[config.mk]
export PLATFORM = sky130hd
export DESIGN_NAME = gvd_queue
export DESIGN_NICKNAME = d
export VERILOG_FILES = /design/src/hw/rtl/gvd_pkg.sv /design/src/hw/rtl/gvd_queue.sv
export SDC_FILE = /design/constraint.sdc
export NUM_CORES = 1
export LEC_CHECK = 0
export ABC_AREA = 1
export CAP_MARGIN = 20
export CELL_PAD_IN_SITES_DETAIL_PLACEMENT = 0
export CELL_PAD_IN_SITES_GLOBAL_PLACEMENT = 1
export CORE_ASPECT_RATIO = 0.8
export CORE_MARGIN = 2
export CORE_UTILIZATION = 55
export CTS_CLUSTER_SIZE = 28
export DETAILED_ROUTE_END_ITERATION = 6
export DONT_BUFFER_PORTS = 1
export PLACE_DENSITY = 0.88
export SLEW_MARGIN = 40
export SYNTH_ARGS = -nofsm -noshare
export SYNTH_HDL_FRONTEND = slang
export SYNTH_SLANG_ARGS = --single-unit
[constraint.sdc]
create_clock -name i_clk -period 7.4 [get_ports i_clk]
set_input_delay 1.48 -clock i_clk [delete_from_list [all_inputs] [get_ports i_clk]]
set_output_delay 1.48 -clock i_clk [all_outputs]
set_load 0.01 [all_outputs]
[src/hw/rtl/gvd_pkg.sv]
// shared types and constants of the grid vertical difference block
`default_nettype none
package gvd_pkg;

    // fixed field widths
    localparam int SAMPLE_W    = 32;
    localparam int ROW_W       = 6;
    localparam int COL_W       = 6;
    localparam int DIM_W       = 7;
    localparam int STEP_W      = 32;
    localparam int APB_DATA_W  = 32;
    localparam int APB_ADDR_W  = 4;
    localparam int QUEUE_DEPTH = 4;

    // register reset values
    localparam logic [DIM_W-1:0]  DIM_RESET  = 7'd16;
    localparam logic [STEP_W-1:0] STEP_RESET = 32'd65536;

    // register word indexes
    typedef enum logic [1:0] {
        REG_ROW_LENGTH   = 2'd0,
        REG_ROW_COUNT    = 2'd1,
        REG_INVERSE_STEP = 2'd2
    } t_reg_idx;

    // geometry seen by the front end
    typedef struct packed {
        logic [DIM_W-1:0] row_length;
        logic [DIM_W-1:0] row_count;
        logic             restart;
    } t_geom;

    // one classified sample handed from front to back
    typedef struct packed {
        logic signed [SAMPLE_W-1:0] sample;
        logic signed [SAMPLE_W-1:0] first_ref;
        logic signed [SAMPLE_W-1:0] second_ref;
        logic                       half;
        logic                       pair;
        logic [ROW_W-1:0]           row;
        logic [COL_W-1:0]           col;
    } t_job;

endpackage
`default_nettype wire

[src/hw/rtl/gvd_queue.sv]
// short queue between front and back
`default_nettype none
module gvd_queue (
    input  wire logic          i_clk,
    input  wire logic          i_rst_n,
    input  wire logic          i_push,
    input  wire gvd_pkg::t_job i_job,
    output logic               o_full,
    output logic               o_valid,
    output gvd_pkg::t_job      o_job,
    input  wire logic          i_pop
);
    import gvd_pkg::*;

    localparam int PW    = $clog2(QUEUE_DEPTH);
    localparam int CNT_W = $clog2(QUEUE_DEPTH + 1);

    t_job             r_slot [QUEUE_DEPTH];
    logic [PW-1:0]    r_wp;
    logic [PW-1:0]    r_rp;
    logic [CNT_W-1:0] r_count;
    logic             do_pop;

    assign o_full  = r_count == CNT_W'(QUEUE_DEPTH);
    assign o_valid = r_count != '0;
    assign o_job   = r_slot[r_rp];
    assign do_pop  = i_pop && o_valid;

    // pointers and fill level
    always_ff @(posedge i_clk) begin
        if (!i_rst_n) begin
            r_wp    <= '0;
            r_rp    <= '0;
            r_count <= '0;
        end else begin
            if (i_push) begin
                r_wp <= r_wp + PW'(1);
            end
            if (do_pop) begin
                r_rp <= r_rp + PW'(1);
            end
            r_count <= r_count + CNT_W'(i_push) - CNT_W'(do_pop);
        end
    end

    // storage
    always_ff @(posedge i_clk) begin
        if (i_push) begin
            r_slot[r_wp] <= i_job;
        end
    end

    a_no_overflow: assert property (@(posedge i_clk) disable iff (!i_rst_n)
        !(i_push && o_full))
        else $error("queue written while full");
    a_count_bound: assert property (@(posedge i_clk) disable iff (!i_rst_n)
        r_count <= CNT_W'(QUEUE_DEPTH))
        else $error("queue fill level out of range");
endmodule
`default_nettype wire

## After elaboration in Yosys (flattened, before gate mapping)

Memory sizes are Yosys's and may differ from the RTL's. A register that Yosys moved wholly into a read port is not among the register bits.
Index checks and enable logic that the tools add are counted.
W data, S select, Z words.

- Flip-flop bits (word level): 7
- Memory bits (writable): 440
- Input bits: 114
- Logic and storage cells: 15
- Memories: 1

- $add $sub $neg: 4
- Eq/ne operators: 1
- Mux-type cells: 4
- Reduce and logical (&&, ||, !) cells: 2

Memory list:

| name | words | bits a word | rd ports | clocked after memory_dff | wr ports | RTL line | text |
|---|---|---|---|---|---|---|---|
| r_slot | 4 | 110 | 1 | 1 | 1 | gvd_queue.sv:18 | `t_job r_slot [QUEUE_DEPTH];` |

Operators by type and width:

| kind | number |
|---|---|
| $add A2 B1 Y2 const B | 2 |
| $mux W2 | 2 |
| $add A3 B1 Y3 | 1 |
| $eq A3 B3 Y1 const B | 1 |
| $reduce_bool A3 Y1 | 1 |
| $sub A3 B1 Y3 | 1 |
| $mux W1 | 2 |
| $logic_and A1 B1 Y1 | 1 |

## Logic depth before layout (Yosys ltp)

Gate-level depths: netlist (run 1).

- Word-level depth: 4
- Depth in mapped cells: 9
- Gate-level depth less buffers: 9

## Worst setup path after synthesis (run 1)

No wires, ideal clock.

- Path type: input-to-reg
- Start point: in i_push
- End point: mem r_slot[0][0] in the netlist's numbering, enable pin
- Library setup time: 463 ps
- Data arrival time: 3,636 ps
- Path slack: 3,301 ps
- Stages: 2
- Buffers on the path: 0
- Path through: nand2_1 > inv_1

- Longest elaborated chain between the ends: 2

Ends and longest elaborated chain:

| element | RTL line | text |
|---|---|---|
| start, declared | gvd_queue.sv:6 | `input wire logic i_push,` |
| $mux W1 | gvd_queue.sv:48 | `if (i_push) begin` |
| $mux W1 (implied by the code) | gvd_queue.sv:49 | `r_slot[r_wp] <= i_job;` |
| end, declared | gvd_queue.sv:18 |  |

Every way passes these cells.

==> results of run 1 <==
[area by class of cell]
| type | instances | area [um2] | share of cell area |
|---|---|---|---|
| well taps | 413 | 517 | 0.0278 |
| clock inverters | 20 | 208 | 0.0112 |
| flip-flops and latches | 449 | 13400 | 0.721 |
| repair buffers | 10 | 86.3 | 0.00464 |
| inverters | 17 | 88.8 | 0.00478 |
| clock buffers | 57 | 1180 | 0.0635 |
| multi-input cells | 587 | 3110 | 0.167 |
[critical path: stages (launching register included)]
cell,delay [ns]
dfxtp_4,0.53
inv_8,0.62
buf_4,0.72
nor2_1,0.08
o22ai_1,0.45
[routing by layer]
metal	GRT usage	part of all wire	vias up
li1	-	-	4201
met1	0.274	0.41	4523
met2	0.329	0.47	317
met3	0.0787	0.098	43
met4	0.0608	0.018	0
met5	0	0	-
[power groups by stage]
stage / sequential, mW / combinational, mW / clock (mW)
global route: 3.00 / 1.13 / 2.29
detailed placement: 3.05 / 1.03 / 0
CTS: 2.99 / 1.04 / 2.18
floorplan: 3.00 / 0.933 / 0
global placement: 3.04 / 1.01 / 0
finish: 2.99 / 1.03 / 2.14
[worst max-delay path by stage]
stage | end | cells past startpoint | slack [ns]
after floorplan | r_slot[0][0] | 2 | 3.30
after global placement | o_job[79] | 4 | 3.38
after detailed placement | o_job[81] | 4 | 3.43
after CTS | o_job[81] | 4 | 2.85
after global routing | o_job[85] | 4 | 2.64
final | o_job[81] | 4 | 2.77
[registers in the layout (all words and copies together) (netlist names), named ones only]
name	cells
r_count	3
r_rp	2
r_slot	440
r_wp	2
[synth_stat cells (all sizes together)]
| library cell | number | area share |
|---|---|---|
| fa | 1 | 0.0012 |
| buf | 53 | 0.028 |
| nor2 | 226 | 0.058 |
| edfxtp | 440 | 0.77 |
| inv | 17 | 0.0040 |
| o22ai | 110 | 0.048 |
| o21ai | 222 | 0.065 |
| a21boi | 1 | 0.00044 |
| clkbuf | 19 | 0.0042 |
| dfxtp | 9 | 0.011 |
| nand2 | 14 | 0.0031 |
| ha | 6 | 0.0044 |
| a21oi | 5 | 0.0015 |
| nand3 | 2 | 0.00058 |
[cells by family after synthesis]
| family | Yosys count |
|---|---|
| buf+inv | 89 |
| simple gates | 242 |
| fa+ha+maj | 7 |
| compound gates | 338 |
| flops | 449 |
[per-stage QoR]
| stage | instance area [um2] | worst slack, ns | hold WS, ns | total power [mW] |
|---|---|---|---|---|
| 6_report | 18600 | 2.77 | 0.497 | 6.16 |
| 5_1_grt | 18600 | 2.64 | 0.513 | 6.43 |
| 4_1_cts | 18600 | 2.85 | 0.498 | 6.21 |
| 3_5_place_dp | 17200 | 3.43 | 0.481 | 4.08 |
| 3_3_place_gp | 17200 | 3.38 | 0.462 | 4.05 |
| 2_1_floorplan | 17100 | 3.30 | 0.448 | 3.94 |
==> qor.csv, run 1 <==
metric,value,unit
synth-adder-area-share,0.00555,
r2r_cells,5,
worstReg2RegStart,r_wp[1],
seq_area_frac_synth,0.782,
post_cts.repair.setup_buffers,0,
p_sw_frac,0.280,
status,"finished, final reports clean",
crit_arrival,3.15,ns
setup_viol,0,
p_leak,5.96,nW
end_kind,primary output,
overflow,0,
min_to,r_rp[0],
final_nets,1229,
numPortBuffers,0,
grt_pass1_wl,52.0,mm
switchingPower,1.72,mW
hold_viol_final,0,
grt_start_max_net_pins,98,
via_per_inst,5.85,
required,5.92,ns
cts_tree,done,
syn_to_final_growth,8.62,%
netlist_area,17100,um2
placementRows,57,
routed-via-count,9084,
clock_latency,0.53,ns
power.density,331,nW/um2
diodes,0,
synth_xor_area_frac,0,
synth_compound_area_frac,0.114,
n_fill_cell,2226,
die_area,32600,um2
dp.cells,1476,
synth_area_per_cell,15.2,um2
grt_util_all_layers,0.208,
clk_pin_slew_worst_paths,0.06,ns
numCtsBuffers,43,
critical_path_class,register to primary output,
cts_root_buf,clkbuf_16,
hold_path_class,register to register,
worst_pin_slew,0.807,ns
final_common_cell,edfxtp_1,
yosys.area_share.simple,0.0620,
place.gp.congestion,0.776,
p_int,4.44,mW
p_clk_frac,0.348,
yosysWarnings,0,
ctsHoldBuffers,0,
synth-seq-cells,449,
hp-start,r_rp[0],
ir_drop,275,uV
slew_violations,0,
drt_iter0_drc,788,
drc,0,
synthesis.nets,1246,
start_kind,register,
post-route-util,0.609,
rsz0062_at_grt,false,
grt_pass1_vias,9060,
dieWidth,201,um
cts_sinks,449,
p_comb_frac,0.167,
cts.repair.resized,0,
max_freq,216,MHz
antenna_found_initial,0,
syn_inst,1125,
seq_power_share,0.486,
final_cells,1553,
die_height,162,um
wire_per_inst,21.9,um
synth_top_family_by_area,compound AO/OA/AOI/OAI gates,
r2r_end,r_slot[0][73],
maxCapViolations,0,
fin_skew,0.00851,ns
timing.final.crit_period,4.63,ns
wl,34.0,mm
cts_max_level,2,
crit_fanout,97,
mostFrequentLayoutCells,"440 x edfxtp_1, 206 x nor2_1, 132 x o21ai_0, 90 x o21ai_1, 90 x o22ai_1",
maxSlewHeadroom,0.462,
synth.area.mux_share,0,
core,30500,um2
antenna_left,0,
drt-pass1-iter-count,5,
fin_crit_sh,0.626,
finalSetupTns,0,ns
num_io_pins,226,
cts_buffer_depth,3,
rrSetupSlack,5.03,ns
drive_above_1_share,0.101,
hold_depth,2,
yosysUniqueCellTypes,22,
dp_hpwl,18.8,mm
initial_utilization,0.561,
Power figures use the tool's default switching activity.
==> run 2, diff against run 1 <==
Settings changed: ABC_AREA 1 to 0, PLACE_DENSITY 0.88 to 0.84.
Clock period 7.4 ns to 4.7 ns, I/O delays scaled along.
==> qor.csv, run 2 <==
metric,value,unit,change
status,"finished, final reports clean",,
wire_per_inst,27.1,um,+24%
seq_area_frac_synth,0.819,,+0.0367
via_per_inst,6.08,,+3.9%
cts_max_level,2,,unchanged
slew_violations,0,,unchanged
finalSetupTns,0,ns,unchanged
max_freq,292,MHz,
grt_util_all_layers,0.185,,-0.0231
ir_drop,453,uV,+64%
hold_viol_final,0,,unchanged
synth_area_per_cell,26.4,um2,+74%
synth_commonest_cells,"440 x edfxtp_1, 110 x mux4_2, 11 x buf_2, 11 x buf_6, 9 x dfxtp_1",,
place_ws,1.77,ns,-1.66 ns
critPathBufInv,1,,-1
ctsHoldBuffers,0,,unchanged
cts.repair.resized,0,,unchanged
dieWidth,197,um,-2.2%
p_sw_frac,0.228,,-0.0517
die_area,31100,um2,-4.4%
p_comb_frac,0.134,,-0.033
cts_buffer_depth,3,,unchanged
synthesis.nets,740,,-41%
clock_latency,0.53,ns,about the same
hold_path_class,register to register,,
yosysMostFrequentCell,edfxtp_1,,
grt_start_max_net_pins,73,,-26%
drt_iter0_drc,530,,-33%
maxCapViolations,0,,unchanged
crit_fanout,35,,-64%
final_common_cell,edfxtp_1,,
cts_sinks,449,,unchanged
fin_ws,1.28,ns,-1.49 ns
antenna_found_initial,0,,unchanged
use_met1,0.238,,-0.0363
maxSlewHeadroom,0.467,,+0.00564
stdcell_area,18300,um2,-1.6%
timing.final.crit_period,3.42,ns,
numPortBuffers,0,,unchanged
fin_skew,0.00693,ns,-0.00158 ns
overflow,0,,unchanged
crit_chain,"buf_4, mux4_2",,
place.gp.congestion,0.718,,-7.4%
crit_arrival,2.48,ns,-0.67 ns
post_cts.repair.setup_buffers,0,,unchanged
drt-pass1-iter-count,5,,unchanged
final_nets,773,,-37%
critical_path_class,register to primary output,,
synth_edf_count,440,,unchanged
syn_to_final_growth,11.8,%,
fin_crit_sh,0.729,,
dp_hpwl,16.9,mm,-10%
top_regs,"r_slot: 440 flops, r_count: 3 flops",,
wl,28.7,mm,-16%
required,3.76,ns,-2.16 ns
clk_pin_slew_worst_paths,0.06,ns,about the same
n_fill_cell,1868,,-16%
antenna_left,0,,unchanged
yosysWarnings,0,,unchanged
largest_reg_flops,440,,unchanged
synth.area.top_cells,"edfxtp_1 81%, mux4_2 15%, dfxtp_1 1.1%",,
synth_ff_type,edfxtp_1,,
p_int,7.36,mW,+66%
cts_tree,done,,
mostFrequentLayoutCells,"440 x edfxtp_1, 110 x mux4_2, 45 x clkbuf_16, 8 x clkinv_2",,
slowest_stage,dfxtp_4,,
cpPeakStageDelay,0.84,ns,+0.12 ns
use_met2,0.290,,-0.0386
dpl_cell_area,16800,um2,-2.2%
setup_viol,0,,unchanged
synth-seq-cells,449,,unchanged
worst_pin_slew,0.799,ns,-0.00846 ns
p_clk_frac,0.367,,+0.019
start_kind,register,,
synth_top_area_frac,0.808,,+0.0362
grt_busiest_layer,met2,,
netlist_area,16400,um2,-4.5%
power.density,522,nW/um2,+57%
cpLargestDelayFamily,flip-flops,,
drc,0,,unchanged
p_leak,5.66,nW,-5.0%
rsz0062_at_grt,false,,
grt_pass1_wl,41.9,mm,-19%
yosysUniqueCellTypes,20,,-9.1%
drive_above_1_share,0.283,,+0.183
largest_register,r_slot,,
grt_pass1_vias,6642,,-27%
placementRows,56,,-1.8%
core,29300,um2,-4.0%
syn_inst,619,,-45%
async_flop_share,0,,unchanged
met3_usage,0.0833,,+0.00465
die_height,158,um,-2.2%
seq_power_share,0.500,,+0.014
cts_root_buf,clkbuf_16,,
routed-via-count,6428,,-29%
switchingPower,2.18,mW,+26%
num_io_pins,226,,unchanged
diodes,0,,unchanged
numCtsBuffers,43,,unchanged
end_kind,primary output,,
initial_utilization,0.558,,-0.00252
synth_area_leader_cell,edfxtp_1,,
## run 2: path summary, 6_finish.rpt
path             from       endpoint  slack, ns  depth (start not counted)
min           r_rp[1]       register       0.47                          2
min reg2reg   r_rp[1]       register       0.47                          2
max          register      o_job[15]       1.28                          2
max reg2reg   r_wp[0]  r_slot[2][18]       2.49                          4
## run 2: kinds of logic (layout without fill, tap and decap cells)
group | after synthesis | count (layout) | synth area share
flip-flops | 449 | 449 | 0.819
multiplexers | 114 | 114 | 0.154
buffers and inverters | 30 | 92 | 0.0128
AND/OR/NAND/NOR | 15 | 15 | 0.00543
adder cells (fa/ha/maj) | 7 | 7 | 0.00582
AO/OA/AOI/OAI | 2 | 2 | 0.00107
XOR/XNOR | 2 | 2 | 0.00191
## run 2: per-layer routing
metal	up-vias	routed length [um]
met5	-	0
met3	45	3230
met4	0	516
li1	2722	-
met2	254	14000
met1	3407	11000
## run 2: power by group through the flow
stage | logic, mW | clock network (mW) | registers [mW]
2_1_floorplan | 1.16 | 0 | 4.75
3_3_place_gp | 1.26 | 0 | 4.84
3_5_place_dp | 1.29 | 0 | 4.86
4_1_cts | 1.31 | 3.57 | 4.78
5_1_grt | 1.36 | 3.73 | 4.79
6_report | 1.28 | 3.50 | 4.77
## run 2: cell type report
class	instances	area, um2	share of cell area
Inverter	6	22.5	0.00123
Timing Repair Buffer	12	178	0.00971
Clock inverter	26	309	0.0169
Clock buffer	48	1150	0.0627
Tap cell	377	472	0.0258
Sequential cell	449	13400	0.733
Multi-Input combinational cell	140	2760	0.151
## run 2: tightest hold or removal path: stages, from the launching register on
cell,delay (ns)
dfxtp_1,0.31
nand2_1,0.05
mux2i_1,0.07
## run 2: per-stage QoR
| step | hold slack (ns) | power, mW | utilization | cells |
|---|---|---|---|---|
| CTS | 0.459 | 9.65 | 0.624 | 1058 |
| detailed placement | 0.466 | 6.14 | 0.575 | 984 |
| global placement | 0.455 | 6.09 | 0.573 | 982 |
| finish | 0.475 | 9.54 | 0.624 | 1058 |
| floorplan | 0.449 | 5.91 | - | 619 |
| global route | 0.460 | 9.88 | 0.624 | 1058 |
