### config.mk
export PLATFORM = sky130hd
export DESIGN_NAME = gvd_back_flat
export DESIGN_NICKNAME = d
export VERILOG_FILES = /design/src/hw/rtl/gvd_pkg.sv /design/src/hw/rtl/gvd_if.sv /design/src/hw/rtl/gvd_back.sv /design/src/flat_wrapper.sv
export SDC_FILE = /design/constraint.sdc
export NUM_CORES = 2
export LEC_CHECK = 0
export BUFFER_PORTS_ARGS = -buffer_cell sky130_fd_sc_hd__buf_2
export CAP_MARGIN = 20
export CORE_ASPECT_RATIO = 1.25
export CORE_MARGIN = 10
export CORE_UTILIZATION = 45
export CTS_CLUSTER_SIZE = 25
export DETAILED_ROUTE_END_ITERATION = 6
export GPL_TIMING_DRIVEN = 0
export PLACE_DENSITY = 0.58
export SYNTH_ARGS = -nofsm -noshare
export SYNTH_HDL_FRONTEND = slang
export SYNTH_SLANG_ARGS = --single-unit
### constraint.sdc
create_clock -name i_clk -period 16.45 [get_ports i_clk]
set_input_delay 0.8225 -clock i_clk [delete_from_list [all_inputs] [get_ports i_clk]]
set_output_delay 0.8225 -clock i_clk [all_outputs]
set_load 0.02 [all_outputs]
### src/hw/rtl/gvd_pkg.sv
// shared types and constants of the grid vertical difference block
`default_nettype none
package gvd_pkg;

    // fixed field widths
    localparam int SAMPLE_W    = 32;
    localparam int ROW_W       = 6;
    localparam int COL_W       = 6;
    localparam int DIM_W       = 7;
    localparam int STEP_W      = 32;
    localparam int APB_DATA_W  = 32;
    localparam int APB_ADDR_W  = 4;
    localparam int QUEUE_DEPTH = 4;

    // register reset values
    localparam logic [DIM_W-1:0]  DIM_RESET  = 7'd16;
    localparam logic [STEP_W-1:0] STEP_RESET = 32'd65536;

    // register word indexes
    typedef enum logic [1:0] {
        REG_ROW_LENGTH   = 2'd0,
        REG_ROW_COUNT    = 2'd1,
        REG_INVERSE_STEP = 2'd2
    } t_reg_idx;

    // geometry seen by the front end
    typedef struct packed {
        logic [DIM_W-1:0] row_length;
        logic [DIM_W-1:0] row_count;
        logic             restart;
    } t_geom;

    // one classified sample handed from front to back
    typedef struct packed {
        logic signed [SAMPLE_W-1:0] sample;
        logic signed [SAMPLE_W-1:0] first_ref;
        logic signed [SAMPLE_W-1:0] second_ref;
        logic                       half;
        logic                       pair;
        logic [ROW_W-1:0]           row;
        logic [COL_W-1:0]           col;
    } t_job;

endpackage
`default_nettype wire

### src/hw/rtl/gvd_if.sv
// stream channels for samples and results
`default_nettype none


interface gvd_result_if;
    import gvd_pkg::*;
    logic                       valid;
    logic                       ready;
    logic signed [SAMPLE_W-1:0] derivative;
    logic [ROW_W-1:0]           out_row;
    logic [COL_W-1:0]           out_column;
    logic                       clipped;
    logic                       last_of_run;
    modport source (output valid, output derivative, output out_row, output out_column,
                    output clipped, output last_of_run, input ready);
    modport sink   (input valid, input derivative, input out_row, input out_column,
                    input clipped, input last_of_run, output ready);
endinterface
`default_nettype wire

### src/hw/rtl/gvd_back.sv
// back end: difference, scaling by the inverse step, rounding and saturation
`default_nettype none
module gvd_back (
    input  wire logic                       i_clk,
    input  wire logic                       i_rst_n,
    input  wire logic                       i_valid,
    input  wire gvd_pkg::t_job              i_job,
    output logic                            o_pop,
    input  wire logic [gvd_pkg::STEP_W-1:0] i_step,
    gvd_result_if.source                    o_results
);
    import gvd_pkg::*;

    localparam int MAG_W  = SAMPLE_W + 1;
    localparam int PROD_W = MAG_W + STEP_W;
    localparam int RES_W  = PROD_W + 1 - 16;
    localparam logic [RES_W-1:0] POS_LIM = RES_W'((64'(1) << (SAMPLE_W - 1)) - 64'(1));
    localparam logic [RES_W-1:0] NEG_LIM = RES_W'(64'(1) << (SAMPLE_W - 1));
    localparam logic [SAMPLE_W-1:0] POS_OUT = SAMPLE_W'(POS_LIM);
    localparam logic [SAMPLE_W-1:0] NEG_OUT = SAMPLE_W'(NEG_LIM);

    logic                       r_phase;
    logic                       take;
    logic signed [SAMPLE_W-1:0] ref_sel;
    logic signed [MAG_W-1:0]    diff;
    logic                       a_free;
    logic                       b_free;
    logic                       o_free;

    // stage a: magnitude of the difference
    logic                 r_a_v;
    logic [MAG_W-1:0]     r_a_mag;
    logic                 r_a_neg;
    logic                 r_a_half;
    logic [ROW_W-1:0]     r_a_row;
    logic [COL_W-1:0]     r_a_col;
    logic                 r_a_last;

    // stage b: full product
    logic                 r_b_v;
    logic [PROD_W-1:0]    r_b_prod;
    logic                 r_b_neg;
    logic                 r_b_half;
    logic [ROW_W-1:0]     r_b_row;
    logic [COL_W-1:0]     r_b_col;
    logic                 r_b_last;

    // output register
    logic                 r_o_v;
    logic [SAMPLE_W-1:0]  r_o_deriv;
    logic [ROW_W-1:0]     r_o_row;
    logic [COL_W-1:0]     r_o_col;
    logic                 r_o_clip;
    logic                 r_o_last;

    logic [PROD_W:0]      rounded_sum;
    logic [RES_W-1:0]     res;
    logic                 clip;
    logic [SAMPLE_W-1:0]  deriv;

    // flow control down the pipe
    assign o_free = !r_o_v || o_results.ready;
    assign b_free = !r_b_v || o_free;
    assign a_free = !r_a_v || b_free;
    assign take   = i_valid && a_free;
    assign o_pop  = take && (r_phase || !i_job.pair);

    // operand selection for the current result of the head word
    assign ref_sel = r_phase ? i_job.second_ref : i_job.first_ref;
    assign diff    = MAG_W'(i_job.sample) - MAG_W'(ref_sel);

    // phase: a last-row word gives a second result before it is popped
    always_ff @(posedge i_clk) begin
        if (!i_rst_n) begin
            r_phase <= 1'b0;
            r_a_v   <= 1'b0;
            r_b_v   <= 1'b0;
            r_o_v   <= 1'b0;
        end else begin
            if (take) begin
                r_phase <= !r_phase && i_job.pair;
            end
            if (a_free) begin
                r_a_v <= take;
            end
            if (b_free) begin
                r_b_v <= r_a_v;
            end
            if (o_free) begin
                r_o_v <= r_b_v;
            end
        end
    end

    // stage a payload
    always_ff @(posedge i_clk) begin
        if (take) begin
            r_a_neg  <= diff[MAG_W-1];
            r_a_mag  <= diff[MAG_W-1] ? MAG_W'(-diff) : MAG_W'(diff);
            r_a_half <= r_phase ? 1'b0 : i_job.half;
            r_a_row  <= r_phase ? i_job.row : i_job.row - ROW_W'(1);
            r_a_col  <= i_job.col;
            r_a_last <= r_phase || !i_job.pair;
        end
    end

    // stage b payload: one multiplier
    always_ff @(posedge i_clk) begin
        if (r_a_v && b_free) begin
            r_b_prod <= PROD_W'(r_a_mag) * PROD_W'(i_step);
            r_b_neg  <= r_a_neg;
            r_b_half <= r_a_half;
            r_b_row  <= r_a_row;
            r_b_col  <= r_a_col;
            r_b_last <= r_a_last;
        end
    end

    // round half away from zero on the magnitude, then saturate
    always_comb begin
        if (r_b_half) begin
            rounded_sum = {1'b0, r_b_prod} + (PROD_W + 1)'(1 << 16);
            res         = RES_W'(rounded_sum >> 17);
        end else begin
            rounded_sum = {1'b0, r_b_prod} + (PROD_W + 1)'(1 << 15);
            res         = RES_W'(rounded_sum >> 16);
        end
        if (r_b_neg) begin
            clip  = res > NEG_LIM;
            deriv = clip ? NEG_OUT : SAMPLE_W'(-res[SAMPLE_W-1:0]);
        end else begin
            clip  = res > POS_LIM;
            deriv = clip ? POS_OUT : res[SAMPLE_W-1:0];
        end
    end

    // output register
    always_ff @(posedge i_clk) begin
        if (r_b_v && o_free) begin
            r_o_deriv <= deriv;
            r_o_row   <= r_b_row;
            r_o_col   <= r_b_col;
            r_o_clip  <= clip;
            r_o_last  <= r_b_last;
        end
    end

    assign o_results.valid       = r_o_v;
    assign o_results.derivative  = r_o_deriv;
    assign o_results.out_row     = r_o_row;
    assign o_results.out_column  = r_o_col;
    assign o_results.clipped     = r_o_clip;
    assign o_results.last_of_run = r_o_last;

    a_phase_on_pair: assert property (@(posedge i_clk) disable iff (!i_rst_n)
        r_phase |-> (i_valid && i_job.pair))
        else $error("second result pending without a last-row word at the head");
    a_clip_extreme: assert property (@(posedge i_clk) disable iff (!i_rst_n)
        (o_results.valid && o_results.clipped) |->
        (o_results.derivative == POS_OUT || o_results.derivative == NEG_OUT))
        else $error("clipped word without a saturated derivative");
endmodule
`default_nettype wire

### src/flat_wrapper.sv
// flat-port wrapper written by rule: the top's interface ports become plain ports
module gvd_back_flat import gvd_pkg::*;
  (i_clk, i_rst_n, i_valid, i_job, o_pop, i_step, o_results_valid, o_results_derivative, o_results_out_row, o_results_out_column, o_results_clipped, o_results_last_of_run, o_results_ready);
  gvd_result_if o_results_i ();
  input  wire logic i_clk;
  input  wire logic i_rst_n;
  input  wire logic i_valid;
  input  wire gvd_pkg::t_job i_job;
  output logic o_pop;
  input  wire logic [gvd_pkg::STEP_W-1:0] i_step;
  output wire logic [$bits(o_results_i.valid)-1:0] o_results_valid;
  output wire logic [$bits(o_results_i.derivative)-1:0] o_results_derivative;
  output wire logic [$bits(o_results_i.out_row)-1:0] o_results_out_row;
  output wire logic [$bits(o_results_i.out_column)-1:0] o_results_out_column;
  output wire logic [$bits(o_results_i.clipped)-1:0] o_results_clipped;
  output wire logic [$bits(o_results_i.last_of_run)-1:0] o_results_last_of_run;
  input wire logic [$bits(o_results_i.ready)-1:0] o_results_ready;
  assign o_results_valid = o_results_i.valid;
  assign o_results_derivative = o_results_i.derivative;
  assign o_results_out_row = o_results_i.out_row;
  assign o_results_out_column = o_results_i.out_column;
  assign o_results_clipped = o_results_i.clipped;
  assign o_results_last_of_run = o_results_i.last_of_run;
  assign o_results_i.ready = o_results_ready;
  gvd_back u_core (.i_clk(i_clk), .i_rst_n(i_rst_n), .i_valid(i_valid), .i_job(i_job), .o_pop(o_pop), .i_step(i_step), .o_results(o_results_i));
endmodule
### Yosys cells after proc, flatten, opt, wreduce, memory -nomap -nowiden

Cells that the tools add are included.

* flip-flop bits (word level): 178
* bits of input ports: 146
* logic and storage cells: 53

* $add $sub $neg: 6
* multipliers: 1
* magnitude comparators: 2
* mux-type cells: 8
* reductions and logical operators: 14

Operators with widths (count)
* $mux 32: 5
* $add 65x16->66 const B: 1
* $add 65x17->66 const B: 1
* $mul 33x32->65: 1
* $gt 50x31->1 const B: 1
* $gt 50x32->1 const B: 1
* $mux 50: 1
* $neg 33->33: 1
* $sub 32x32->33: 1
* $neg 32->32: 1
* $mux 6: 1
* $sub 6x1->6 const B: 1
* $logic_and 1x1->1: 5
* $logic_not 1->1: 5
* $logic_or 1x1->1: 4
* $mux 1: 1

### Logic depth before layout (Yosys ltp)

* depth in word-level cells: 6
* gate-level depth with buffers: 29
* depth with buffers taken out: 28

### Worst setup path after synthesis

OpenSTA, ideal clock, no wires.

* path kind: input-to-reg
* start: input port i_step[4] (netlist bit)
* end: register u_core.r_b_prod[59] (data pin)
* setup time: 0.265 ns
* data arrival time: 7.625 ns
* path slack: 8.560 ns
* stages on the path: 27
* path buffers: 1
* cells stage by stage: clkbuf_1 -> and2_1 -> fa_1 -> inv_1 -> fa_1 -> fa_1 -> fa_1 -> inv_1 -> fa_1 -> inv_1 -> fa_1 -> inv_1 -> fa_1 -> inv_1 -> fa_1 -> inv_1 -> ha_1 -> a21o_1 -> a21oi_1 -> nor2b_1 -> a2111oi_0 -> a31o_2 -> o211a_1 -> nor2_1 -> a211oi_1 -> o21ai_0 -> xor2_1

* cells in the longest elaborated chain, start to end: 1

Ends and longest elaborated chain
* start: declaration: line flat_wrapper.sv:10 `input wire logic [gvd_pkg::STEP_W-1:0] i_step;`
* $mul 33x32->65: line gvd_back.sv:110 `r_b_prod <= PROD_W'(r_a_mag) * PROD_W'(i_step);`
* end signal: assignment: line gvd_back.sv:110
* end: declaration: line gvd_back.sv:41 `logic [PROD_W-1:0] r_b_prod;`

Every way passes these cells.
A chain may end at the register's enable or synchronous reset.

### Worst setup path after layout

* start: input port i_step[9] (netlist bit)
* end: register u_core.r_b_prod[59] (data pin)

The elaborated chain is that of the path after synthesis.

==> results.md <==
* Outcome: complete, no violations
* Compound-Gate Fraction of Synth Area at 6.371%
* Via count at 36265
* Flops & latches, synth at 163
* Die H at 375.3 µm
* Synth Area in Simple Gates at 18.68%
* Starting Density at 45.28%
* Crit path time final at 9.299 ns
* Most common cell after layout, fill and taps aside: inv_1
* CTS root buf: clkbuf_16
* Avg Synthesized Cell Area at 9.073 µm²
* Synth Warn # at 0
* Total CTS buffers at 17
* Core Area at 0.1004 mm²
* Hold_ws at 0.4192 ns
* Fin crit share at 56.53%
* Clk sinks at 163
* Mux cell area share after synthesis at 1.423%
* Most area-consuming cells after synthesis: fa_1 (41%), edfxtp_1 (11%), inv_1 (8.4%)
* CTS tree: done
* Antenna violations before repair at 14
* Later-pin clock latency in the skew report at 0.51 ns
* Post-DP HPWL at 139400 µm
* Iteration-0 DRC Markers at 2671
* Pre-Repair DR Iteration Count at 7
* DR WL/cell at 25.08 µm
* Arr. time, crit path at 9.54 ns
* Final hold viol count at 0
* Fmax at 107.5 MHz
* I/O pin count at 194
* Multi-input logic area at 0.03575 mm²
* Cell count after synthesis at 5009
* Syn Nets at 6380
* Crit Path Class: primary input to flop
* Sequential Area at 0.004855 mm²
* FP Rows at 130
* Worst Path Buf+Inv at 9
* Synth Area in Adders at 49.02%
* Unrepaired setup endpoints after global routing: no
* CP dominant cell by count: fa_1
* Total setup buffers inserted after CTS at 0
* Post-CTS Resized at 0
* Crit path max fanout at 10
* Port bufs at 193
* First-pass GRT wire length at 245100 µm
* GR Overflow Total at 0
* Post-synthesis cell type count at 85
* # fillers at 9785
* Max Cap Viol at 0
* Routability Congestion at 1.018
* Clock Skews at 0.01352 ns
* Main synth FF type: edfxtp_1
* Largest family of logic cells by synthesized area: adder cells
* Layout cell share with drive strength beyond 1 at 5.778%
* Vias in the first global route at 38309
* CP peak stage delay at 0.73 ns
* Die W at 304.2 µm
* Sequential area share after synthesis at 10.68%
* Post-synth EDFFs at 159
* Number of remaining DRC errors at 0
* Slowest stage cell, crit path: clkbuf_1
* Critical Path Source Type: primary input
* Relative slew margins at 14.48%
* TNS Setup at 0 ns
* Routed wire length at 164800 µm
* Post-synthesis xor/xnor area fraction at 3.122%
* Max-slew violations at 0
* H-tree levels at 4
* Die area at 0.1142 mm²
* Yosys top cell area share at 40.79%
* Mapped cell area at 0.04545 mm²
* Most frequent cells in the layout: inv_1 (1015), fa_1 (926), nand2_1 (685)
* Hold_buf cts at 0
* CTS max path bufs at 2
* Worst slew pin tran at 1.283 ns
* Setup violations, final at 0
* Nets at 6602
* Largest net degree at the start of global routing at 38
* CTS clk-pin slew, worst paths at 0.08 ns
* Hold/Removal Path Class: flop to flop
* WP data required at 16.69 ns
* Area leader, netlist: fa_1
* Worst Setup End Kind: flop
* Post-DRT Antenna Nets at 0
* Synth async-reset ratio at 0%
* Area grow syn2layout at 7.626%
* Via density per instance at 5.519
* CP top delay family: adder cells
* GRT Total Usage at 28.82%
[final timing paths]
| check | from | endpoint | slack [ns] | cells past startpoint |
|---|---|---|---|---|
| setup / recovery | i_step[9] | u_core.r_b_prod[59]$_DFFE_PP_ | 7.15 | 29 |
| hold / removal | u_core.r_a_col[1]$_DFFE_PP_ | u_core.r_b_col[1]$_DFFE_PP_ | 0.42 | 0 |
| hold reg to reg | u_core.r_a_col[1]$_DFFE_PP_ | u_core.r_b_col[1]$_DFFE_PP_ | 0.42 | 0 |
| setup reg to reg | u_core.r_a_mag[1]$_DFFE_PP_ | u_core.r_b_prod[59]$_DFFE_PP_ | 7.19 | 25 |
[sequential cells by signal, indices dropped and copies added, names as in the netlist, 6 cells and up]
register,cells
u_core.r_a_row,6
u_core.o_results.derivative,32
u_core.r_a_mag,33
u_core.o_results.out_row,6
u_core.r_b_prod,50
u_core.o_results.out_column,6
u_core.r_b_col,6
u_core.r_b_row,6
u_core.r_a_col,6
[final cells by class]
| type | instances | area share, % |
|---|---|---|
| Sequential cell | 163 | 9.925 |
| Buffer | 269 | 2.141 |
| Tap cell | 1320 | 3.377 |
| Clock buffer | 17 | 0.8697 |
| Clock inverter | 15 | 0.3914 |
| Multi-Input combinational cell | 3561 | 73.09 |
| Timing Repair Buffer | 203 | 2.374 |
| Inverter | 1016 | 7.797 |
| Antenna cell | 7 | 0.03581 |
[logic make-up (layout without fill, tap and decap cells)]
| group | Yosys count | after routing |
|---|---|---|
| DFF | 163 | 163 |
| other | 0 | 7 |
| buffers and inverters | 1285 | 1520 |
| muxes | 63 | 63 |
| and+or+nand+nor | 1679 | 1679 |
| xor gates and xnor gates | 162 | 162 |
| AOI/OAI and AO/OA | 432 | 432 |
| adders and majority gates | 1225 | 1225 |
[Yosys cell counts, types with 9 or more instances]
| cell type | instances |
|---|---|
| inv_1 | 1016 |
| fa_1 | 926 |
| nand2_1 | 685 |
| and2_1 | 501 |
| ha_1 | 299 |
| clkbuf_1 | 242 |
| edfxtp_1 | 159 |
| nor2_1 | 120 |
| a21oi_1 | 106 |
| xnor2_1 | 90 |
| o21ai_0 | 77 |
| nand3_1 | 73 |
| xor2_1 | 72 |
| nand4_1 | 57 |
| mux2i_1 | 50 |
| nor3_1 | 50 |
| a21o_1 | 49 |
| and3_1 | 29 |
| nor4_1 | 26 |
| a31oi_1 | 23 |
| nor2b_1 | 22 |
| or4_1 | 21 |
| o31ai_1 | 20 |
| or3_1 | 20 |
| buf_2 | 18 |
| nand2b_1 | 18 |
| and4_1 | 17 |
| o21a_1 | 16 |
| a211oi_1 | 13 |
| mux2_2 | 13 |
| a21boi_0 | 11 |
| o21ai_1 | 11 |
| a22o_1 | 9 |
| or2_2 | 9 |
[metal layers]
| metal | wire (µm) | part of all wire [%] | global-route usage, % |
|---|---|---|---|
| met1 | 60500 | 37 | 33.60 |
| met2 | 79620 | 48 | 49.32 |
| met3 | 13360 | 8.1 | 5.526 |
| met4 | 11300 | 6.9 | 16.41 |
| met5 | 53 | 0.032 | 0 |
[metrics by stage]
step	area, µm²	cells	util (%)	setup WS (ns)
floorplan	45450	5009	-	8.560
global placement	48060	6522	47.89	6.620
detailed placement	48260	6531	48.09	6.611
CTS	48880	6563	48.70	7.147
global route	48900	6565	48.72	6.889
finish	48910	6571	48.74	7.151
Power is left out: the tool's default activity adds up to more than one toggle a clock period on the data nets, which glitch-free logic cannot reach.
