## src/hw/rtl/gvd_pkg.sv

```systemverilog
// shared types and constants of the grid vertical difference block
`default_nettype none
package gvd_pkg;

    // fixed field widths
    localparam int SAMPLE_W    = 32;
    localparam int ROW_W       = 6;
    localparam int COL_W       = 6;
    localparam int DIM_W       = 7;
    localparam int STEP_W      = 32;
    localparam int APB_DATA_W  = 32;
    localparam int APB_ADDR_W  = 4;
    localparam int QUEUE_DEPTH = 4;

    // register reset values
    localparam logic [DIM_W-1:0]  DIM_RESET  = 7'd16;
    localparam logic [STEP_W-1:0] STEP_RESET = 32'd65536;

    // register word indexes
    typedef enum logic [1:0] {
        REG_ROW_LENGTH   = 2'd0,
        REG_ROW_COUNT    = 2'd1,
        REG_INVERSE_STEP = 2'd2
    } t_reg_idx;

    // geometry seen by the front end
    typedef struct packed {
        logic [DIM_W-1:0] row_length;
        logic [DIM_W-1:0] row_count;
        logic             restart;
    } t_geom;

    // one classified sample handed from front to back
    typedef struct packed {
        logic signed [SAMPLE_W-1:0] sample;
        logic signed [SAMPLE_W-1:0] first_ref;
        logic signed [SAMPLE_W-1:0] second_ref;
        logic                       half;
        logic                       pair;
        logic [ROW_W-1:0]           row;
        logic [COL_W-1:0]           col;
    } t_job;

endpackage
`default_nettype wire

```

## src/hw/rtl/gvd_if.sv

```systemverilog
// stream channels for samples and results
`default_nettype none
interface gvd_sample_if;
    import gvd_pkg::*;
    logic                       valid;
    logic                       ready;
    logic signed [SAMPLE_W-1:0] sample;
    modport source (output valid, output sample, input ready);
    modport sink   (input valid, input sample, output ready);
endinterface

`default_nettype wire

```

## src/hw/rtl/gvd_ram.sv

```systemverilog
// simple dual port ram with registered read
`default_nettype none
module gvd_ram #(
    parameter int WIDTH = 32,
    parameter int DEPTH = 64
) (
    input  wire logic                                   i_clk,
    input  wire logic                                   i_we,
    input  wire logic [(DEPTH > 1 ? $clog2(DEPTH) : 1)-1:0] i_waddr,
    input  wire logic [WIDTH-1:0]                       i_wdata,
    input  wire logic                                   i_re,
    input  wire logic [(DEPTH > 1 ? $clog2(DEPTH) : 1)-1:0] i_raddr,
    output logic      [WIDTH-1:0]                       o_rdata
);
    logic [WIDTH-1:0] r_mem [DEPTH];
    logic [WIDTH-1:0] r_rdata;

    // write port
    always_ff @(posedge i_clk) begin
        if (i_we) begin
            r_mem[i_waddr] <= i_wdata;
        end
    end

    // read port
    always_ff @(posedge i_clk) begin
        if (i_re) begin
            r_rdata <= r_mem[i_raddr];
        end
    end

    assign o_rdata = r_rdata;
endmodule
`default_nettype wire

```

## src/hw/rtl/gvd_front.sv

```systemverilog
// front end: grid position tracking, line buffers and classification
`default_nettype none
module gvd_front #(
    parameter int MAX_ROW_LENGTH = 64,
    parameter int MAX_ROWS       = 64
) (
    input  wire logic          i_clk,
    input  wire logic          i_rst_n,
    input  wire gvd_pkg::t_geom i_geom,
    gvd_sample_if.sink         i_samples,
    input  wire logic          i_full,
    output logic               o_push,
    output gvd_pkg::t_job      o_job
);
    import gvd_pkg::*;

    localparam int CW     = (MAX_ROW_LENGTH > 1) ? $clog2(MAX_ROW_LENGTH) : 1;
    localparam int RW     = (MAX_ROWS > 1) ? $clog2(MAX_ROWS) : 1;
    localparam int LEN_W  = $clog2(MAX_ROW_LENGTH + 1);
    localparam int ROWS_W = $clog2(MAX_ROWS + 1);

    logic [LEN_W-1:0]           len;
    logic [ROWS_W-1:0]          rows;
    logic                       col_last;
    logic                       row_last;
    logic                       accept;
    logic                       s1_has;
    logic                       s1_go;
    logic [CW-1:0]              r_col;
    logic [RW-1:0]              r_row;
    logic                       r_v1;
    logic signed [SAMPLE_W-1:0] r_s1;
    logic [CW-1:0]              r_x1;
    logic [RW-1:0]              r_y1;
    logic                       r_last1;
    logic [SAMPLE_W-1:0]        newer_rd;
    logic [SAMPLE_W-1:0]        older_rd;

    // clamp geometry to the supported range
    always_comb begin
        if (i_geom.row_length < DIM_W'(2)) begin
            len = LEN_W'(2);
        end else if (int'(i_geom.row_length) > MAX_ROW_LENGTH) begin
            len = LEN_W'(MAX_ROW_LENGTH);
        end else begin
            len = LEN_W'(i_geom.row_length);
        end
        if (i_geom.row_count < DIM_W'(2)) begin
            rows = ROWS_W'(2);
        end else if (int'(i_geom.row_count) > MAX_ROWS) begin
            rows = ROWS_W'(MAX_ROWS);
        end else begin
            rows = ROWS_W'(i_geom.row_count);
        end
    end

    assign col_last = (LEN_W'(r_col) + LEN_W'(1)) == len;
    assign row_last = (ROWS_W'(r_row) + ROWS_W'(1)) == rows;

    // handshake: stage one moves on unless it carries results and the queue is full
    assign s1_has          = r_y1 != '0;
    assign s1_go           = r_v1 && (!s1_has || !i_full);
    assign i_samples.ready = !r_v1 || s1_go;
    assign accept          = i_samples.valid && i_samples.ready;

    // position counters and stage one valid
    always_ff @(posedge i_clk) begin
        if (!i_rst_n) begin
            r_col <= '0;
            r_row <= '0;
            r_v1  <= 1'b0;
        end else begin
            if (i_geom.restart) begin
                r_col <= '0;
                r_row <= '0;
            end else if (accept) begin
                if (col_last) begin
                    r_col <= '0;
                    r_row <= row_last ? '0 : r_row + RW'(1);
                end else begin
                    r_col <= r_col + CW'(1);
                end
            end
            if (accept) begin
                r_v1 <= 1'b1;
            end else if (s1_go) begin
                r_v1 <= 1'b0;
            end
        end
    end

    // stage one payload
    always_ff @(posedge i_clk) begin
        if (accept) begin
            r_s1    <= i_samples.sample;
            r_x1    <= r_col;
            r_y1    <= r_row;
            r_last1 <= row_last;
        end
    end

    // line buffers: read at accept, update when stage one leaves
    gvd_ram #(.WIDTH(SAMPLE_W), .DEPTH(MAX_ROW_LENGTH)) u_newer (
        .i_clk   (i_clk),
        .i_we    (s1_go),
        .i_waddr (r_x1),
        .i_wdata (r_s1),
        .i_re    (accept),
        .i_raddr (r_col),
        .o_rdata (newer_rd)
    );

    gvd_ram #(.WIDTH(SAMPLE_W), .DEPTH(MAX_ROW_LENGTH)) u_older (
        .i_clk   (i_clk),
        .i_we    (s1_go),
        .i_waddr (r_x1),
        .i_wdata (newer_rd),
        .i_re    (accept),
        .i_raddr (r_col),
        .o_rdata (older_rd)
    );

    // classify: second row uses a one-sided difference, later rows a central one
    always_comb begin
        o_job.sample     = r_s1;
        o_job.first_ref  = (r_y1 == RW'(1)) ? newer_rd : older_rd;
        o_job.second_ref = newer_rd;
        o_job.half       = r_y1 != RW'(1);
        o_job.pair       = r_last1;
        o_job.row        = ROW_W'(r_y1);
        o_job.col        = COL_W'(r_x1);
    end

    assign o_push = s1_go && s1_has;

    // the top row only fills the buffers
    a_top_row_silent: assert property (@(posedge i_clk) disable iff (!i_rst_n)
        o_push |-> (r_v1 && r_y1 != '0))
        else $error("front pushed a word for the top row");
endmodule
`default_nettype wire

```

## src/flat_wrapper.sv

```systemverilog
// flat-port wrapper written by rule: the top's interface ports become plain ports
module gvd_front_flat import gvd_pkg::*;
#(
    parameter int MAX_ROW_LENGTH = 64,
    parameter int MAX_ROWS       = 64
)
  (i_clk, i_rst_n, i_geom, i_full, o_push, o_job, i_samples_valid, i_samples_sample, i_samples_ready);
  gvd_sample_if i_samples_i ();
  input  wire logic i_clk;
  input  wire logic i_rst_n;
  input  wire gvd_pkg::t_geom i_geom;
  input  wire logic i_full;
  output logic o_push;
  output gvd_pkg::t_job o_job;
  input wire logic [$bits(i_samples_i.valid)-1:0] i_samples_valid;
  input wire logic [$bits(i_samples_i.sample)-1:0] i_samples_sample;
  output wire logic [$bits(i_samples_i.ready)-1:0] i_samples_ready;
  assign i_samples_i.valid = i_samples_valid;
  assign i_samples_i.sample = i_samples_sample;
  assign i_samples_ready = i_samples_i.ready;
  gvd_front #(.MAX_ROW_LENGTH(MAX_ROW_LENGTH), .MAX_ROWS(MAX_ROWS)) u_core (.i_clk(i_clk), .i_rst_n(i_rst_n), .i_geom(i_geom), .i_samples(i_samples_i), .i_full(i_full), .o_push(o_push), .o_job(o_job));
endmodule
```

## config.mk

```make
export PLATFORM = sky130hd
export DESIGN_NAME = gvd_front_flat
export DESIGN_NICKNAME = d
export VERILOG_FILES = /design/src/hw/rtl/gvd_pkg.sv /design/src/hw/rtl/gvd_if.sv /design/src/hw/rtl/gvd_ram.sv /design/src/hw/rtl/gvd_front.sv /design/src/flat_wrapper.sv
export SDC_FILE = /design/constraint.sdc
export NUM_CORES = 2
export LEC_CHECK = 0
export BUFFER_PORTS_ARGS = -buffer_cell sky130_fd_sc_hd__buf_2
export CORE_MARGIN = 2
export CORE_UTILIZATION = 45
export CTS_CLUSTER_DIAMETER = 150
export DETAILED_ROUTE_END_ITERATION = 8
export PLACE_DENSITY_LB_ADDON = 0.25
export SLEW_MARGIN = 20
export SYNTH_ARGS = -nofsm -noshare
export SYNTH_HDL_FRONTEND = slang
export SYNTH_SLANG_ARGS = --single-unit
```

## constraint.sdc

```tcl
create_clock -name i_clk -period 5.7 [get_ports i_clk]
set_input_delay 1.14 -clock i_clk [delete_from_list [all_inputs] [get_ports i_clk]]
set_output_delay 1.14 -clock i_clk [all_outputs]
set_load 0.1 [all_outputs]
```

## Yosys cells after proc, flatten, opt, wreduce, memory -nomap -nowiden

Memory sizes are Yosys's and may differ from the RTL's. A register that Yosys moved wholly into a read port is not among the register bits.
Cells that the tools add are included.

- Register bits after elaboration: 58
- Memory bits (writable): 4,096
- Bits of input ports: 51
- Output and inout port bits: 112
- Memories: 2

- Add/subtract/negate cells: 4
- $lt $le $gt $ge: 4
- Equality and inequality tests: 4
- Multiplexer cells: 11
- Bitwise logic cells: 1
- Reductions and logical operators: 12

Memory list:

| name | depth | bits a word | rd ports | clocked after memory_dff | wr ports | line | RTL |
|---|---|---|---|---|---|---|---|
| u_core.u_newer.r_mem | 64 | 32 | 1 | 1 | 1 | gvd_ram.sv:15 | `logic [WIDTH-1:0] r_mem [DEPTH];` |
| u_core.u_older.r_mem | 64 | 32 | 1 | 1 | 1 | gvd_ram.sv:15 |  |

Operators with widths:

| cell | number |
|---|---|
| $mux W32 | 1 |
| $mux W7 | 4 |
| $add A6 B1 Y7 const B | 2 |
| $eq A7 B7 Y1 | 2 |
| $gt A7 B7 Y1 const B | 2 |
| $lt A7 B2 Y1 const B | 2 |
| $add A6 B1 Y6 const B | 2 |
| $mux W6 | 2 |
| $eq A6 B1 Y1 const B | 1 |
| $ne A6 B1 Y1 const B | 1 |
| $reduce_bool A6 Y1 | 1 |
| $mux W1 | 4 |
| $logic_and A1 B1 Y1 | 3 |
| $logic_not A1 Y1 | 3 |
| $logic_or A1 B1 Y1 | 2 |
| $reduce_and A2 Y1 | 1 |
| $reduce_bool A2 Y1 | 1 |
| $reduce_or A2 Y1 | 1 |
| $not A1 Y1 | 1 |

## Logic depth before layout (Yosys ltp)

- Depth after elaboration: 7
- Mapped depth: 10

## By module

Synthesis repeated with hierarchy kept, for this count alone.

- Cell total of the unflattened synthesis: 6,870
- Area total of the unflattened synthesis: 160,542.7 µm²

Modules (own cells, without submodules):

| module | instances | cells each | area an instance (µm²) | seq. area each (µm²) |
|---|---|---|---|---|
| gvd_ram | 2 | 3,324 | 78,835.6 | 62,459.9 |
| gvd_front | 1 | 222 | 2,871.5 | 1,611.5 |

## Worst setup path after synthesis

Ideal clock, no wire load.

- Path kind: flip-flop to flip-flop
- From: register u_core.r_y1[3]
- To: memory u_core.u_newer.r_mem[28][0] (enable)
- Library setup time: 0.487 ns
- Arrival time: 4.959 ns
- Data required time: 5.213 ns
- Slack: 0.255 ns
- Cell stages (with the launch flop): 7
- Period minus slack after synthesis: 5.445 ns
- Cells stage by stage: edfxtp_1 -> or4_4 -> o31ai_1 -> nand2_1 -> nor2_1 -> nand3b_1 -> nor2_1

- Word-level cells in the longest chain between the ends: 6

RTL lines:

| element | line | RTL |
|---|---|---|
| start: declaration | gvd_front.sv:34 | `logic [RW-1:0] r_y1;` |
| start signal: assignment | gvd_front.sv:97 | `r_y1 <= r_row;` |
| $reduce_bool A6 Y1 | gvd_front.sv:61 | `assign s1_has = r_y1 != '0;` |
| $logic_not A1 Y1 | gvd_front.sv:62 | `assign s1_go = r_v1 && (!s1_has \|\| !i_full);` |
| $logic_or A1 B1 Y1 | gvd_front.sv:62 |  |
| $logic_and A1 B1 Y1 | gvd_front.sv:62 |  |
| $mux W1 | gvd_ram.sv:20 | `if (i_we) begin` |
| $mux W1 (not written as such) | gvd_ram.sv:21 | `r_mem[i_waddr] <= i_wdata;` |
| end: declaration | gvd_ram.sv:15 |  |

Every way passes these cells.

==> results_dict.tcl <==
set metrics [dict create \
    tightestPinTransition_ns 1.28 \
    worst_r2r_endpoint "u_core.u_older.r_mem[15][8]" \
    initial_core_util_pct 45.1 \
    dr_total_vias 74700 \
    clk-insertion-delay-late_ns 0.98 \
    cts_hold_buf 0 \
    rsz0062_at_grt "false" \
    hold_path_end "u_core.r_s1[31]" \
    fmax_ghz 0.201 \
    cts_resized 0 \
    path_buf_inv 2 \
    p_leak_nw 55.1 \
    syn2layout_area_growth_pct 14.4 \
    dp.cells 11300 \
    synth_area_um2 160000 \
    endpoint_kind "output pin" \
    hold_viol 0 \
    cpPeakStageDelay_ns 0.59 \
    irDropWorstVdd_v 0.000249 \
    cts_sinks 4218 \
    ys_seq_elements 4218 \
    cts_root_buf "clkbuf_16" \
    hold_depth 1 \
    postSynthCellCount 6343 \
    cts_setup_buffers 0 \
    layout-drive-gt1-share_pct 33.8 \
    crit_family "simple AND/OR/NAND/NOR gates" \
    reg2reg_from "u_core.r_y1[3]" \
    finalSetupTns_ns 0 \
    antenna_found_initial 33 \
    synth_cell_types 59 \
    wirelength_um 427000 \
    ant_nets 0 \
    run_status "finished, final reports clean" \
    port_buffers 162 \
    avgRoutedWirePerCell_um 35.5 \
    cts_made_buffers 428 \
    hold_path.class "in2reg" \
    layout.cells.non_filler 12000 \
    via_per_inst 6.21 \
    die_h_um 601 \
    rows 219 \
    r2r_slack_ns 1.09 \
    synth-edff-count 4205 \
    cp_data_arrival_time_ns 3.85 \
    grt_max_degree 123 \
    dr.first_iter.drc_count 10600 \
    syn_area_per_cell_um2 25.3 \
    synth_top_area_cell "edfxtp_1" \
    yosysWarnings 0 \
    worstPathRequired_ns 4.56 \
    grt_pass1_wl_um 594000 \
    fin_crit_ns 4.99 \
    ys_seq_area_share_pct 78.9 \
    grt_use_met2_pct 37.1 \
    max_slew_margin_pct 14.0 \
    cts_buffer_depth 4 \
    dp_hpwl_um 228000 \
    htreeDepth 5 \
    track_usage_pct 23.5 \
    p_per_area_nw_per_um2 348 \
    grt_overflow 0 \
    ff2ff_path_depth 7 \
    cp-start-kind "flip-flop" \
    drt_pass1_iterations 6 \
    setup.worst_path.class "reg2out" \
    maxCapViolations 0 \
    crit_chain "or4_4 > nor2_1 > nand2_4 > buf_4 > mux2_2 > buf_2" \
    grtUsageMet1_pct 33.9 \
    synth_ff_type "edfxtp_1" \
    met3_usage_pct 4.98 \
    cp_max_fo 18 \
    synth.top_cell.area_share_pct 78.7 \
    hold_start "i_samples_sample[31]" \
    die_area_um2 361000 \
    gp_congestion 0.768 \
    cts.clk_slew.worst_paths_ns 0.06 \
    nets 6986 \
    yosys-top-cells-area "edfxtp_1, mux4_2, mux2i_1" \
    drc_errors 0 \
    core_area_um2 355000 \
    drv_slew 0 \
    cts_tree "yes" \
    critPathSlowestCell "or4_4" \
    grt-busiest-layer "met2" \
    ys_async_sr_fraction_pct 0 \
    fp.dieW_um 601 \
    synth_fp_nets 6396 \
    setup_viol 0 \
    grt_pass1_vias 74800 \
    io_pins 163 \
    fin_crit_sh_pct 87.5 \
    fin_worst_skew_ns 0.0674 \
]
-- cell usage in the layout, fill, tap and decap left out, drive strengths merged, types with 3 or more instances in the layout --
cell / n
edfxtp: 4205
mux4: 1274
clkbuf: 522
buf: 495
clkinv: 197
a211oi: 86
nor2: 79
mux2i: 71
a21oi: 50
nor2b: 46
bufinv: 38
mux2: 37
inv: 30
nor3: 18
nand2: 17
o21ai: 14
nand3: 13
dfxtp: 13
xnor2: 9
nand3b: 7
diode: 6
clkinvlp: 6
xor2: 5
or4: 5
a211o: 4
a32o: 4
nand2b: 3
nor4: 3
a21o: 3
o211a: 3
-- logic make-up (layout without fill, tap and decap cells) --
group	count (synthesis)	in the layout	synth area share, %
flip-flops	4218	4218	78.9
multiplexers	1382	1382	18.6
buffers and inverters	345	1288	0.979
AND/OR/NAND/NOR	201	201	0.642
AO/OA/AOI/OAI	180	180	0.776
XOR/XNOR	14	14	0.0765
adder cells (fa/ha/maj)	3	3	0.0218
other	0	6	0
-- state kept, by name (all words and copies together), names as in the netlist --
register	flops
u_core.u_older.r_mem	2048
u_core.r_x1	6
u_core.r_col	6
u_core.r_y1	6
u_core.u_newer.o_rdata	32
u_core.r_s1	32
u_core.r_row	6
u_core.r_last1	1
u_core.u_newer.r_mem	2048
u_core.u_older.o_rdata	32
u_core.r_v1	1
-- how the worst max path moves through the flow --
stage                   start  slack, ns                      endpoint  cells after the start
2_1_floorplan  u_core.r_y1[3]       0.25   u_core.u_newer.r_mem[28][0]                      6
3_3_place_gp   u_core.r_y1[3]       1.28   u_core.u_older.r_mem[36][1]                      7
3_5_place_dp   u_core.r_y1[3]       1.37  u_core.u_newer.r_mem[36][19]                      7
4_1_cts        u_core.r_y1[3]       0.61                     o_job[51]                      6
5_1_grt        u_core.r_y1[3]       0.61                     o_job[51]                      6
6_report       u_core.r_y1[3]       0.71                     o_job[51]                      6
-- cell type report --
cell class / count / area, um2
inverter: 10 / 52.6
fill: 27100 / 172000
multi-input combinational: 1780 / 32700
tap: 4751 / 5940
antenna: 6 / 15.0
clock inverter: 261 / 2440
clock buffer: 522 / 11100
timing repair buffer: 495 / 4620
sequential: 4218 / 127000
-- per-stage QoR --
stage          power (mW)  worst slack, ns  util [%]  area (um2)  hold slack (ns)
6_report             63.9            0.715      51.6      183000            0.335
5_1_grt              65.7            0.607      51.6      183000            0.287
4_1_cts              64.4            0.610      51.6      183000            0.255
3_5_place_dp         37.2             1.37      47.8      170000            0.515
3_3_place_gp         37.2             1.28      47.8      170000            0.495
2_1_floorplan        36.5            0.255         -      160000            0.406
-- power breakdown --
group          leakage (nW)  internal (mW)  total, mW  switching [mW]
Clock                  6.64           15.6       27.4            11.8
Sequential             38.0           34.2       34.3           0.102
Combinational          10.5          0.745       2.22            1.47
Total                  55.1           50.6       63.9            13.4
-- cell usage after synthesis (2+ instances only) --
| library cell | number |
|---|---|
| o211ai_1 | 2 |
| o21ai_0 | 6 |
| or3_1 | 2 |
| buf_4 | 27 |
| buf_2 | 121 |
| dfxtp_1 | 13 |
| xor2_1 | 5 |
| buf_6 | 3 |
| inv_1 | 8 |
| nor4_1 | 3 |
| edfxtp_1 | 4205 |
| a32o_1 | 4 |
| nor2b_1 | 46 |
| mux2_2 | 37 |
| nand2b_1 | 3 |
| o21ai_1 | 7 |
| a211o_1 | 4 |
| nand2_1 | 16 |
| xnor2_1 | 9 |
| o31ai_1 | 2 |
| nand3_1 | 13 |
| a21oi_1 | 50 |
| a21o_1 | 3 |
| or4_1 | 4 |
| nand3b_1 | 7 |
| mux4_2 | 1274 |
| o211a_1 | 3 |
| nor2_1 | 79 |
| nor3_1 | 18 |
| mux2i_1 | 71 |
| clkbuf_1 | 137 |
| buf_1 | 47 |
| a211oi_1 | 86 |
| ha_1 | 2 |
| o21a_1 | 2 |
-- worst reg2reg max path: cells and delay by family, from the launching register on --
kind | cells | cell delay [ns]
buffers and inverters | 2 | 0.47
AO/OA/AOI/OAI | 1 | 0.80
flip-flops | 1 | 0.40
AND/OR/NAND/NOR | 4 | 2.55
-- per-layer routing --
| metal | vias up | routed length (um) | share of wire [%] |
|---|---|---|---|
| met5 | - | 13 | 0.0030 |
| met2 | 3892 | 204000 | 48 |
| met1 | 41300 | 171000 | 40 |
| li1 | 29000 | - | - |
| met3 | 571 | 43200 | 10 |
| met4 | 2 | 9440 | 2.2 |
Note: power is estimated with default switching activity, not from simulation.
